### src/design/cpp_pkg.sv
// ----------------------------------------------------------------------------
// cpp_pkg
// Shared types and constants for the CIGAR position projection block.
// ----------------------------------------------------------------------------
package cpp_pkg;

  localparam int POS_WIDTH_DEF   = 32;
  localparam int LEN_WIDTH_DEF   = 28;
  localparam int QUEUE_DEPTH_DEF = 4;

  localparam int POS_FIELD_W    = 32;
  localparam int LMM_FIELD_W    = 32;
  localparam int OP_CODE_W      = 4;
  localparam int OP_LEN_W       = 28;
  localparam int IN_TDATA_W     = 96;
  localparam int MAPPED_W       = 32;
  localparam int OUT_TDATA_W    = 32;
  localparam int CFG_ADDR_W     = 1;
  localparam int CFG_DATA_W     = 1;

  localparam logic [CFG_ADDR_W-1:0] REG_DIRECTION = 1'd0;
  localparam logic [CFG_ADDR_W-1:0] REG_SNAP_LEFT = 1'd1;

  typedef enum logic [OP_CODE_W-1:0] {
    OP_M  = 4'd0,
    OP_I  = 4'd1,
    OP_D  = 4'd2,
    OP_N  = 4'd3,
    OP_S  = 4'd4,
    OP_H  = 4'd5,
    OP_P  = 4'd6,
    OP_EQ = 4'd7,
    OP_X  = 4'd8
  } op_code_t;

  // Walk action that one operation asks of the back end.
  typedef enum logic [2:0] {
    ACT_NONE,
    ACT_QC_ADD,
    ACT_RP_ADD,
    ACT_BOTH_ADD,
    ACT_INS_SNAP,
    ACT_GAP_SNAP
  } act_t;

  typedef struct packed {
    logic first;
    logic last;
    logic dir;
    logic snap_left;
    logic init_done;
    act_t act;
  } ctrl_t;

endpackage

### src/design/cpp_front.sv
// ----------------------------------------------------------------------------
// cpp_front
// Holds the configuration, classifies each operation into a walk action and
// computes the starting state at the first operation of an alignment.
// ----------------------------------------------------------------------------
module cpp_front #(
  parameter int POS_WIDTH = cpp_pkg::POS_WIDTH_DEF,
  parameter int LEN_WIDTH = cpp_pkg::LEN_WIDTH_DEF
) (
  input  logic                          clk,
  input  logic                          rst_n,
  input  logic                          cfg_we,
  input  logic [cpp_pkg::CFG_ADDR_W-1:0] cfg_addr,
  input  logic [cpp_pkg::CFG_DATA_W-1:0] cfg_wdata,
  input  logic                          in_tvalid,
  input  logic [cpp_pkg::IN_TDATA_W-1:0] in_tdata,
  input  logic                          in_tlast,
  input  logic                          q_full,
  output logic                          in_tready,
  output logic                          q_push,
  output cpp_pkg::ctrl_t                q_ctrl,
  output logic [POS_WIDTH-1:0]          q_len,
  output logic [POS_WIDTH-1:0]          q_pos,
  output logic [POS_WIDTH-1:0]          q_init_rp
);
  import cpp_pkg::*;

  localparam int LenKeep = (LEN_WIDTH < OP_LEN_W) ? LEN_WIDTH : OP_LEN_W;

  logic                  direction_r;
  logic                  snap_left_r;
  logic                  first_r;
  logic signed [POS_FIELD_W-1:0] pos_f;
  logic signed [LMM_FIELD_W-1:0] lmm_f;
  logic [OP_CODE_W-1:0]  code_f;
  logic [OP_LEN_W-1:0]   len_f;
  logic [LenKeep-1:0]    len_keep;
  logic [POS_WIDTH-1:0]  pos_w;
  logic [POS_WIDTH-1:0]  lmm_w;
  logic [POS_WIDTH-1:0]  init_sel;
  act_t                  act;

  assign pos_f    = in_tdata[POS_FIELD_W-1:0];
  assign lmm_f    = in_tdata[POS_FIELD_W+LMM_FIELD_W-1:POS_FIELD_W];
  assign code_f   = in_tdata[POS_FIELD_W+LMM_FIELD_W+OP_CODE_W-1:POS_FIELD_W+LMM_FIELD_W];
  assign len_f    = in_tdata[IN_TDATA_W-1:POS_FIELD_W+LMM_FIELD_W+OP_CODE_W];
  assign len_keep = len_f[LenKeep-1:0];

  assign pos_w = POS_WIDTH'(pos_f);
  assign lmm_w = POS_WIDTH'(lmm_f);

  assign in_tready = !q_full;
  assign q_push    = in_tvalid && !q_full;

  always_comb begin
    act = ACT_NONE;
    case (op_code_t'(code_f))
      OP_M, OP_EQ, OP_X: begin
        act = ACT_QC_ADD;
      end
      OP_S: begin
        act = direction_r ? ACT_BOTH_ADD : ACT_QC_ADD;
      end
      OP_I: begin
        act = direction_r ? ACT_BOTH_ADD : ACT_INS_SNAP;
      end
      OP_D, OP_N: begin
        act = direction_r ? ACT_GAP_SNAP : ACT_RP_ADD;
      end
      default: begin
        act = ACT_NONE;
      end
    endcase
  end

  always_comb begin
    if (direction_r) begin
      q_init_rp = pos_w - lmm_w + POS_WIDTH'(1);
    end else begin
      q_init_rp = pos_w + lmm_w - POS_WIDTH'(1);
    end
    init_sel = direction_r ? q_init_rp : pos_w;
  end

  assign q_len               = POS_WIDTH'(len_keep);
  assign q_pos               = pos_w;
  assign q_ctrl.first        = first_r;
  assign q_ctrl.last         = in_tlast;
  assign q_ctrl.dir          = direction_r;
  assign q_ctrl.snap_left    = snap_left_r;
  assign q_ctrl.init_done    = init_sel[POS_WIDTH-1] || (init_sel == '0);
  assign q_ctrl.act          = act;

  always_ff @(posedge clk) begin
    if (!rst_n) begin
      direction_r <= 1'b0;
      snap_left_r <= 1'b0;
      first_r     <= 1'b1;
    end else begin
      if (cfg_we) begin
        case (cfg_addr)
          REG_DIRECTION: direction_r <= cfg_wdata[0];
          REG_SNAP_LEFT: snap_left_r <= cfg_wdata[0];
          default: begin
          end
        endcase
      end
      if (q_push) begin
        first_r <= in_tlast;
      end
    end
  end

endmodule

### src/design/cpp_queue.sv
// ----------------------------------------------------------------------------
// cpp_queue
// Short first-in first-out queue between the front end and the back end.
// ----------------------------------------------------------------------------
module cpp_queue #(
  parameter int WIDTH = 8,
  parameter int DEPTH = cpp_pkg::QUEUE_DEPTH_DEF
) (
  input  logic             clk,
  input  logic             rst_n,
  input  logic             push,
  input  logic [WIDTH-1:0] push_data,
  input  logic             pop,
  output logic [WIDTH-1:0] head_data,
  output logic             full,
  output logic             empty
);

  localparam int PtrW = (DEPTH > 1) ? $clog2(DEPTH) : 1;
  localparam int CntW = $clog2(DEPTH + 1);

  logic [WIDTH-1:0] mem_r [DEPTH];
  logic [PtrW-1:0]  wr_ptr_r;
  logic [PtrW-1:0]  rd_ptr_r;
  logic [CntW-1:0]  count_r;

  assign full      = (count_r == CntW'(DEPTH));
  assign empty     = (count_r == '0);
  assign head_data = mem_r[rd_ptr_r];

  always_ff @(posedge clk) begin
    if (push) begin
      mem_r[wr_ptr_r] <= push_data;
    end
  end

  always_ff @(posedge clk) begin
    if (!rst_n) begin
      wr_ptr_r <= '0;
      rd_ptr_r <= '0;
      count_r  <= '0;
    end else begin
      if (push) begin
        wr_ptr_r <= (wr_ptr_r == PtrW'(DEPTH - 1)) ? '0 : wr_ptr_r + PtrW'(1);
      end
      if (pop) begin
        rd_ptr_r <= (rd_ptr_r == PtrW'(DEPTH - 1)) ? '0 : rd_ptr_r + PtrW'(1);
      end
      if (push && !pop) begin
        count_r <= count_r + CntW'(1);
      end else if (pop && !push) begin
        count_r <= count_r - CntW'(1);
      end
    end
  end

endmodule

### src/design/cpp_back.sv
// ----------------------------------------------------------------------------
// cpp_back
// Walks the alignment one operation per cycle, pausing on an empty queue or
// on a last operation whose result the output register cannot yet take.
// ----------------------------------------------------------------------------
module cpp_back #(
  parameter int POS_WIDTH = cpp_pkg::POS_WIDTH_DEF
) (
  input  logic                            clk,
  input  logic                            rst_n,
  input  logic                            q_empty,
  input  cpp_pkg::ctrl_t                  q_ctrl,
  input  logic [POS_WIDTH-1:0]            q_len,
  input  logic [POS_WIDTH-1:0]            q_pos,
  input  logic [POS_WIDTH-1:0]            q_init_rp,
  output logic                            q_pop,
  output logic                            out_tvalid,
  input  logic                            out_tready,
  output logic [cpp_pkg::OUT_TDATA_W-1:0] out_tdata,
  output logic                            out_tuser
);
  import cpp_pkg::*;

  logic [POS_WIDTH-1:0] rp_r, qc_r, tq_r;
  logic                 wd_r;
  logic [POS_WIDTH-1:0] rp_e, qc_e, tq_e;
  logic                 wd_e;
  logic [POS_WIDTH-1:0] rp_nxt, qc_nxt, w_ins, w_gap, cmp_rhs;
  logic                 wd_nxt;
  logic                 na;
  logic                 out_free;
  logic                 out_valid_r;
  logic [MAPPED_W-1:0]  out_pos_r;
  logic                 out_na_r;
  logic                 expect_first_r;

  assign out_free = !out_valid_r || out_tready;
  assign q_pop    = !q_empty && (!q_ctrl.last || out_free);

  always_comb begin
    if (q_ctrl.first) begin
      rp_e = q_init_rp;
      qc_e = '0;
      tq_e = q_pos;
      wd_e = q_ctrl.init_done;
    end else begin
      rp_e = rp_r;
      qc_e = qc_r;
      tq_e = tq_r;
      wd_e = wd_r;
    end
  end

  assign w_ins = tq_e - qc_e;
  assign w_gap = rp_e - qc_e;

  always_comb begin
    rp_nxt = rp_e;
    qc_nxt = qc_e;
    if (!wd_e) begin
      case (q_ctrl.act)
        ACT_QC_ADD: begin
          qc_nxt = qc_e + q_len;
        end
        ACT_RP_ADD: begin
          rp_nxt = rp_e + q_len;
        end
        ACT_BOTH_ADD: begin
          rp_nxt = rp_e + q_len;
          qc_nxt = qc_e + q_len;
        end
        ACT_INS_SNAP: begin
          if ($signed(q_len) < $signed(w_ins)) begin
            rp_nxt = rp_e - q_len;
          end else begin
            rp_nxt = rp_e - w_ins + POS_WIDTH'(!q_ctrl.snap_left);
          end
          qc_nxt = qc_e + q_len;
        end
        ACT_GAP_SNAP: begin
          if ($signed(q_len) < $signed(w_gap)) begin
            rp_nxt = rp_e - q_len;
          end else begin
            rp_nxt = qc_e + POS_WIDTH'(!q_ctrl.snap_left);
          end
        end
        default: begin
        end
      endcase
    end
    cmp_rhs = q_ctrl.dir ? rp_nxt : tq_e;
    wd_nxt  = wd_e || !($signed(qc_nxt) < $signed(cmp_rhs));
  end

  always_comb begin
    if (q_ctrl.dir) begin
      na = rp_nxt[POS_WIDTH-1] || (rp_nxt == '0) || !wd_nxt;
    end else begin
      na = tq_e[POS_WIDTH-1] || (tq_e == '0) || !wd_nxt;
    end
  end

  always_ff @(posedge clk) begin
    if (!rst_n) begin
      rp_r           <= '0;
      qc_r           <= '0;
      tq_r           <= '0;
      wd_r           <= 1'b0;
      out_valid_r    <= 1'b0;
      expect_first_r <= 1'b1;
    end else begin
      if (q_pop) begin
        rp_r           <= rp_nxt;
        qc_r           <= qc_nxt;
        tq_r           <= tq_e;
        wd_r           <= wd_nxt;
        expect_first_r <= q_ctrl.last;
      end
      if (q_pop && q_ctrl.last) begin
        out_valid_r <= 1'b1;
      end else if (out_tready) begin
        out_valid_r <= 1'b0;
      end
    end
  end

  always_ff @(posedge clk) begin
    if (q_pop && q_ctrl.last) begin
      out_pos_r <= na ? '0 : MAPPED_W'(rp_nxt);
      out_na_r  <= na;
    end
  end

  assign out_tvalid = out_valid_r;
  assign out_tdata  = out_pos_r;
  assign out_tuser  = out_na_r;

  a_na_zero_pos : assert property (@(posedge clk) disable iff (!rst_n)
    out_valid_r && out_na_r |-> out_pos_r == '0)
    else $error("NA result carries a nonzero position");

  a_first_in_order : assert property (@(posedge clk) disable iff (!rst_n)
    q_pop |-> q_ctrl.first == expect_first_r)
    else $error("First-operation mark out of step with alignment boundaries");

  a_no_overwrite : assert property (@(posedge clk) disable iff (!rst_n)
    q_pop && q_ctrl.last |-> out_free)
    else $error("Result register overwritten before it was taken");

  a_result_after_last : assert property (@(posedge clk) disable iff (!rst_n)
    $rose(out_valid_r) |-> $past(q_pop && q_ctrl.last))
    else $error("Result word raised without a last operation");

endmodule

### src/design/cigar_position_projection.sv
// ----------------------------------------------------------------------------
// cigar_position_projection
// Projects one position through an alignment's parsed CIGAR operations,
// query to reference or reference to query.
// ----------------------------------------------------------------------------
// Channel   Dir  Handshake          Payload
// in_       in   tvalid / tready    tdata: position, leftmost_pos, op_code,
//                                   op_len; tlast: last_op
// out_      out  tvalid / tready    tdata: mapped_pos; tuser: is_na
// cfg_      in   we                 addr: register index; wdata: value
//
// One operation is taken per cycle while the queue is not full; the walk
// step in the back end (one add, subtract and compare) sets that figure. A
// result word is registered in the back end once its last operation leaves
// the queue. The queue lets the input keep flowing while a result waits on
// out_tready. Reset is synchronous and needs no clearing pass.
// ----------------------------------------------------------------------------
module cigar_position_projection #(
  parameter int POS_WIDTH   = cpp_pkg::POS_WIDTH_DEF,
  parameter int LEN_WIDTH   = cpp_pkg::LEN_WIDTH_DEF,
  parameter int QUEUE_DEPTH = cpp_pkg::QUEUE_DEPTH_DEF
) (
  input  logic                            clk,
  input  logic                            rst_n,
  input  logic                            cfg_we,
  input  logic [cpp_pkg::CFG_ADDR_W-1:0]  cfg_addr,
  input  logic [cpp_pkg::CFG_DATA_W-1:0]  cfg_wdata,
  input  logic                            in_tvalid,
  output logic                            in_tready,
  // position, leftmost_pos, op_code, op_len
  input  logic [cpp_pkg::IN_TDATA_W-1:0]  in_tdata,
  input  logic                            in_tlast,
  output logic                            out_tvalid,
  input  logic                            out_tready,
  // mapped_pos
  output logic [cpp_pkg::OUT_TDATA_W-1:0] out_tdata,
  // is_na
  output logic                            out_tuser
);
  import cpp_pkg::*;

  localparam int EntryW = $bits(ctrl_t) + 3 * POS_WIDTH;

  logic                 q_push, q_pop, q_full, q_empty;
  ctrl_t                f_ctrl, b_ctrl;
  logic [POS_WIDTH-1:0] f_len, f_pos, f_init_rp;
  logic [POS_WIDTH-1:0] b_len, b_pos, b_init_rp;
  logic [EntryW-1:0]    q_din, q_dout;

  cpp_front #(
    .POS_WIDTH (POS_WIDTH),
    .LEN_WIDTH (LEN_WIDTH)
  ) u_front (
    .clk       (clk),
    .rst_n     (rst_n),
    .cfg_we    (cfg_we),
    .cfg_addr  (cfg_addr),
    .cfg_wdata (cfg_wdata),
    .in_tvalid (in_tvalid),
    .in_tdata  (in_tdata),
    .in_tlast  (in_tlast),
    .q_full    (q_full),
    .in_tready (in_tready),
    .q_push    (q_push),
    .q_ctrl    (f_ctrl),
    .q_len     (f_len),
    .q_pos     (f_pos),
    .q_init_rp (f_init_rp)
  );

  assign q_din = {f_ctrl, f_len, f_pos, f_init_rp};
  assign {b_ctrl, b_len, b_pos, b_init_rp} = q_dout;

  cpp_queue #(
    .WIDTH (EntryW),
    .DEPTH (QUEUE_DEPTH)
  ) u_queue (
    .clk       (clk),
    .rst_n     (rst_n),
    .push      (q_push),
    .push_data (q_din),
    .pop       (q_pop),
    .head_data (q_dout),
    .full      (q_full),
    .empty     (q_empty)
  );

  cpp_back #(
    .POS_WIDTH (POS_WIDTH)
  ) u_back (
    .clk        (clk),
    .rst_n      (rst_n),
    .q_empty    (q_empty),
    .q_ctrl     (b_ctrl),
    .q_len      (b_len),
    .q_pos      (b_pos),
    .q_init_rp  (b_init_rp),
    .q_pop      (q_pop),
    .out_tvalid (out_tvalid),
    .out_tready (out_tready),
    .out_tdata  (out_tdata),
    .out_tuser  (out_tuser)
  );

endmodule

### config.mk
export PLATFORM = sky130hd
export DESIGN_NAME = cigar_position_projection
export DESIGN_NICKNAME = d
export VERILOG_FILES = /design/src/design/cpp_pkg.sv /design/src/design/cpp_front.sv /design/src/design/cpp_queue.sv /design/src/design/cpp_back.sv /design/src/design/cigar_position_projection.sv
export SDC_FILE = /design/constraint.sdc
export NUM_CORES = 2
export LEC_CHECK = 0
export ABC_CLOCK_PERIOD_IN_PS = 22900
export BUFFER_PORTS_ARGS = -buffer_cell sky130_fd_sc_hd__buf_2
export CELL_PAD_IN_SITES_DETAIL_PLACEMENT = 1
export CELL_PAD_IN_SITES_GLOBAL_PLACEMENT = 2
export CORE_MARGIN = 5
export CORE_UTILIZATION = 45
export CTS_CLUSTER_DIAMETER = 200
export CTS_CLUSTER_SIZE = 14
export DETAILED_ROUTE_END_ITERATION = 16
export GPL_TIMING_DRIVEN = 0
export PLACE_DENSITY_LB_ADDON = 0.1
export SYNTH_ARGS = -nofsm -noshare
export SYNTH_HDL_FRONTEND = slang
export SYNTH_HIERARCHICAL = 1
export SYNTH_SLANG_ARGS = --single-unit
### constraint.sdc
create_clock -name clk -period 22.9 [get_ports clk]
set_input_delay 4.58 -clock clk [delete_from_list [all_inputs] [get_ports clk]]
set_output_delay 4.58 -clock clk [all_outputs]
set_load 0.01 [all_outputs]
# [Word-level counts from Yosys, hierarchy flattened]
# Memories as Yosys holds them, arrays and structs flattened. A register that Yosys moved wholly into a read port is not among the register bits.
# Index checks and enable logic that the tools add are counted.
[op_classes] n_addsub=16 multipliers=0 div=0 order_cmp=3 n_eq_ne=14 shift=0 n_mux=28 bitwise_logic=1 reduce_logical=35
[op_table] operator="two-way mux 32 bit" n=11
[op_table] operator="subtractor 32 bit" n=5
[op_table] operator="adder 32 bit" n=3
[op_table] operator="zero test 32 bit" n=3
[op_table] operator="less-than comparator 32 bit" n=3
[op_table] operator="case mux 32 bit (3 select lines)" n=1
[op_table] operator="adder 32 x 1 -> 32 bit" n=2
[op_table] operator="adder 32 x 1 -> 32 bit, second input constant" n=1
[op_table] operator="subtractor 32 x 1 -> 32 bit, second input constant" n=1
[op_table] operator="two-way mux 3 bit" n=4
[op_table] operator="case mux 3 bit (4 select lines)" n=1
[op_table] operator="two-way mux 2 bit" n=5
[op_table] operator="== test 3 bit, second input constant" n=3
[op_table] operator="zero test 1 bit" n=9
[op_table] operator="== test 4 x 2 -> 1 bit, second input constant" n=2
[op_table] operator="== test 4 x 3 -> 1 bit, second input constant" n=2
[op_table] operator="logical OR 1 bit" n=8
[op_table] operator="== test 3 x 2 -> 1 bit, second input constant" n=2
[op_table] operator="two-way mux 1 bit" n=6
[op_table] operator="OR reduction 3 bit" n=2
[op_table] operator="logical AND 1 bit" n=5
[op_table] operator="adder 2 x 1 -> 2 bit, second input constant" n=2
[op_table] operator="== test 2 bit, second input constant" n=2
[op_table] operator="== test 4 x 1 -> 1 bit, second input constant" n=1
[op_table] operator="other kinds (10)" n=13
[totals] reg_bits=141 latchBits=0 ram_bits=400 mem_bits_ro=0 in_bits=104 out_inout_bits=35 word_cells=111 memories=1
[mem_list] name="u_queue.mem_r" depth=4 width=100 rd=1 rd_clocked_by_memory_dff=1 write_ports=1 line_no="cpp_queue.sv:22" source="logic [WIDTH-1:0] mem_r [DEPTH];"

# [Longest topological paths before layout]
[logic_depth] depth_word=14 ltp_mapped=55 mapped_depth_nobuf=46

# [Cells and area by module]
# The synthesis kept the hierarchy.
[modules_own_cells] module="cpp_back" instances=1 cells_each=2781 area_per_inst_um2=20463.4 seq_area_each_um2=2952.8
[modules_own_cells] module="cpp_queue" instances=1 cells_each=588 area_per_inst_um2=15482.3 seq_area_each_um2=12672.2
[modules_own_cells] module="cpp_front" instances=1 cells_each=918 area_per_inst_um2=6373.6 seq_area_each_um2=60.1

# [Least setup slack after synthesis]
# No wires, ideal clock.
[synth_path] path_kind="reg-to-reg" from="register (tool-made name)" to="register u_back.out_pos_r[30], in the netlist u_back/out_tdata[30], data pin" setup_ns=0.271 t_arrival_ns=10.603 required_time_ns=22.629 setup_slack_ns=12.025 stages_incl_launch_ff=54 n_path_buf=11 synth_period_minus_slack_ns=10.875 cell_sequence="dfxtp_1 buf_6 buf_8 mux4_2 buf_2 clkbuf_1 clkbuf_1 buf_1 clkbuf_1 clkbuf_1 nor2b_1 inv_1 ha_1 a21o_1 a2111oi_1 o21ai_0 o311a_1 o21ai_1 (+18 left out) nand2_1 o21ai_0 ha_1 a21o_1 a21o_1 a21o_1 a21o_1 a21o_1 a21o_1 a21oi_1 nor2_1 nor3_1 o41ai_1 and2_1 buf_2 o21ai_4 buf_4 nor2_1"
[synth_rtl] item="end signal: assignment" line_no="cpp_back.sv:129" source="out_pos_r <= na ? '0 : MAPPED_W'(rp_nxt);"
[synth_rtl] item="end: declaration" line_no="cpp_back.sv:33" source="logic [MAPPED_W-1:0] out_pos_r;"

==> reports/qor.yml <==
synth_top_family_by_area: "compound AO/OA/AOI/OAI gates"
rows: 112
routed_via_density: 6.05
area_growth_pct: 8.60
insertion_delay_ns: 0.62
setup_viol: 0
track_usage_pct: 31.0
period_share_pct: 81.7
muxShareOfSynthArea_pct: 7.96
start_util_pct: 45.3
drt-initial-drc-count: 2583
worst_slew_pin_slew_ns: 1.40
synth_compound_area_share_pct: 16.9
mostFrequentLayoutCell: "edfxtp_1"
numCtsBuffers: 45
critPathLaunchType: "flop"
r2r_cells: 52
path_class: "flop to flop"
hold_end: "u_back/rp_r[21]$_SDFFE_PN0P_"
routed_wl_um: 158000
wl_per_cell_um: 27.6
worst_setup_path_end_kind: "flop"
synth_xor_area_share_pct: 5.78
slew-limit-headroom_pct: 3.96
fmax_mhz: 53.4
h-tree-depth: 2
cts-root-buf: "clkbuf_16"
rsz0062_at_grt: "no"
crit_slowest_cell: "o32ai_1"
syn_area_per_cell_um2: 9.87
cts_tree: "yes"
fill_cells: 10660
regToRegSetupSlack_ns: 4.18
synth_cell_types: 105
grt_max_degree: 59
die_width_um: 317
final_antenna_net_count: 0
synth_edf_count: 449
overflow: 0
seq_area_frac_synth_pct: 37.1
crit_path_max_fanout: 10
clock_path_buffers: 3
core_area_um2: 93300
finalMaxSlewViolations: 0
grt_pass1_vias: 35772
io_buffers: 110
hold_buffers: 0
cts_sinks: 559
timing.rr.end: "u_back/out_tdata[14]$_SDFFCE_PP0P_"
cpMostUsedCell: "clkbuf_1"
layout_common_cells: "449 x edfxtp_1, 417 x ha_1, 328 x nor2_1"
dieArea_um2: 100000
drive_above_1_share_pct: 10.8
outcome: "finished clean"
hold_class: "flop to flop"
antenna_found_initial: 3
syn_area_um2: 42300
post-route-drc-count: 0
cts_setup_buffers: 0
fin_tns_setup_ns: 0
arrival_ns: 19.06
gp_congestion: 0.967
fp.dieH_um: 317
ys_ff_latch: 559
vias: 34730
hold_path_depth: 2
skew_ns: 0.0405
nNetsFinal: 4981
synth-simple-area-share_pct: 13.6
syn_inst: 4287
crit_required_ns: 23.24
final_hold_viol_count: 0
min_period_ns: 18.72
cts_resized: 0
synth_top_flop_cell: "edfxtp_1"
grt_pass1_wl_um: 231000
dpl.hpwl_um: 130000
io_pins: 139
cts.clk_slew.worst_paths_ns: 0.07
slowest_delay_ns: 1.12
maxCapViolCount: 0
worst-path-buf-inv: 13
critPathTopFamily: "buffers and inverters"
drtPass1Iterations: 6
worstHoldStart: "u_back/rp_r[21]$_SDFFE_PN0P_"
yosys_warnings: 6
async_reset_ff_share_pct: 0
synthAdderAreaFrac_pct: 13.0
## tightest hold or removal path, cell delays in order, from the launching register on
cell     delay (ns)
dfxtp_1        0.31
nand2_1        0.05
a21oi_1        0.05
## cell families after synthesis
| group | Yosys count |
|---|---|
| compound gates | 1084 |
| xor+xnor | 277 |
| fa+ha+maj | 438 |
| buf+inv | 534 |
| flops | 559 |
| mux | 201 |
| other cells | 1 |
| simple gates | 1193 |
## cells in the mapped netlist, drive strengths merged (62+ instances only)
master  instances  area (µm²)
xnor2         192        1690
nor2b          62         388
a21oi         312        1570
a211oi         78         633
edfxtp        449       13500
nand3          84         420
a21o           98         736
nand2         319        1200
ha            417        5220
inv           295        1110
nor3           96         492
mux4          104        2340
buf           120         860
xor2           84         736
o21ai         226        1140
nor2          330        1240
clkbuf        118         444
dfxtp         110        2200
## per-layer routing
metal  global-route usage [%]  part of all wire, %
met1                     40.3                   42
met2                     53.5                   48
met3                     3.22                  5.0
met4                     12.0                  4.6
met5                        0                    0
## stage by stage
step	instance area (µm²)	hold slack (ns)	utilization [%]	cells	worst slack, ns
6_report	46000	0.458	49.2	5745	4.18
5_1_grt	46000	0.484	49.2	5744	3.86
4_1_cts	46000	0.459	49.2	5744	4.47
3_5_place_dp	44600	0.449	47.8	5660	4.48
3_3_place_gp	44500	0.440	47.6	5654	4.75
2_1_floorplan	42300	0.434	-	4290	12.03
## final cells by class
| class | instances | area, µm² | share of cell area [%] |
|---|---|---|---|
| Clock buffer | 82 | 1290 | 2.81 |
| Multi-Input combinational cell | 3197 | 24200 | 52.8 |
| Tap cell | 1254 | 1570 | 3.41 |
| Sequential cell | 559 | 15700 | 34.1 |
| Antenna cell | 1 | 2.50 | 0.00544 |
| Inverter | 296 | 1110 | 2.42 |
| Buffer | 238 | 1300 | 2.84 |
| Clock inverter | 2 | 60.1 | 0.131 |
| Timing Repair Buffer | 116 | 688 | 1.50 |
## state kept, by name (all words and copies together) (netlist names), named ones only
register and flops:
u_queue/mem_r 416, u_back/out_tdata 32, u_back/qc_r 32, u_back/rp_r 32
u_back/tq_r 32, u_queue/count_r 3, u_queue/rd_ptr_r 2, u_queue/wr_ptr_r 2
u_back/out_tuser 1, u_back/out_tvalid 1, u_back/wd_r 1, u_front/direction_r 1
u_front/first_r 1, u_front/snap_left_r 1
## how the worst max path moves through the flow
stage,slack (ns),depth (start not counted),end
2_1_floorplan,12.03,53,u_back/out_tdata[30]$_SDFFCE_PP0P_
3_3_place_gp,4.75,52,u_back/out_tdata[14]$_SDFFCE_PP0P_
3_5_place_dp,4.48,52,u_back/out_tdata[14]$_SDFFCE_PP0P_
4_1_cts,4.47,52,u_back/out_tdata[14]$_SDFFCE_PP0P_
5_1_grt,3.86,52,u_back/out_tdata[14]$_SDFFCE_PP0P_
6_report,4.18,52,u_back/out_tdata[14]$_SDFFCE_PP0P_
Power is not shown: default switching activity piles up to over one toggle a cycle in this logic, so the estimate is an artifact.
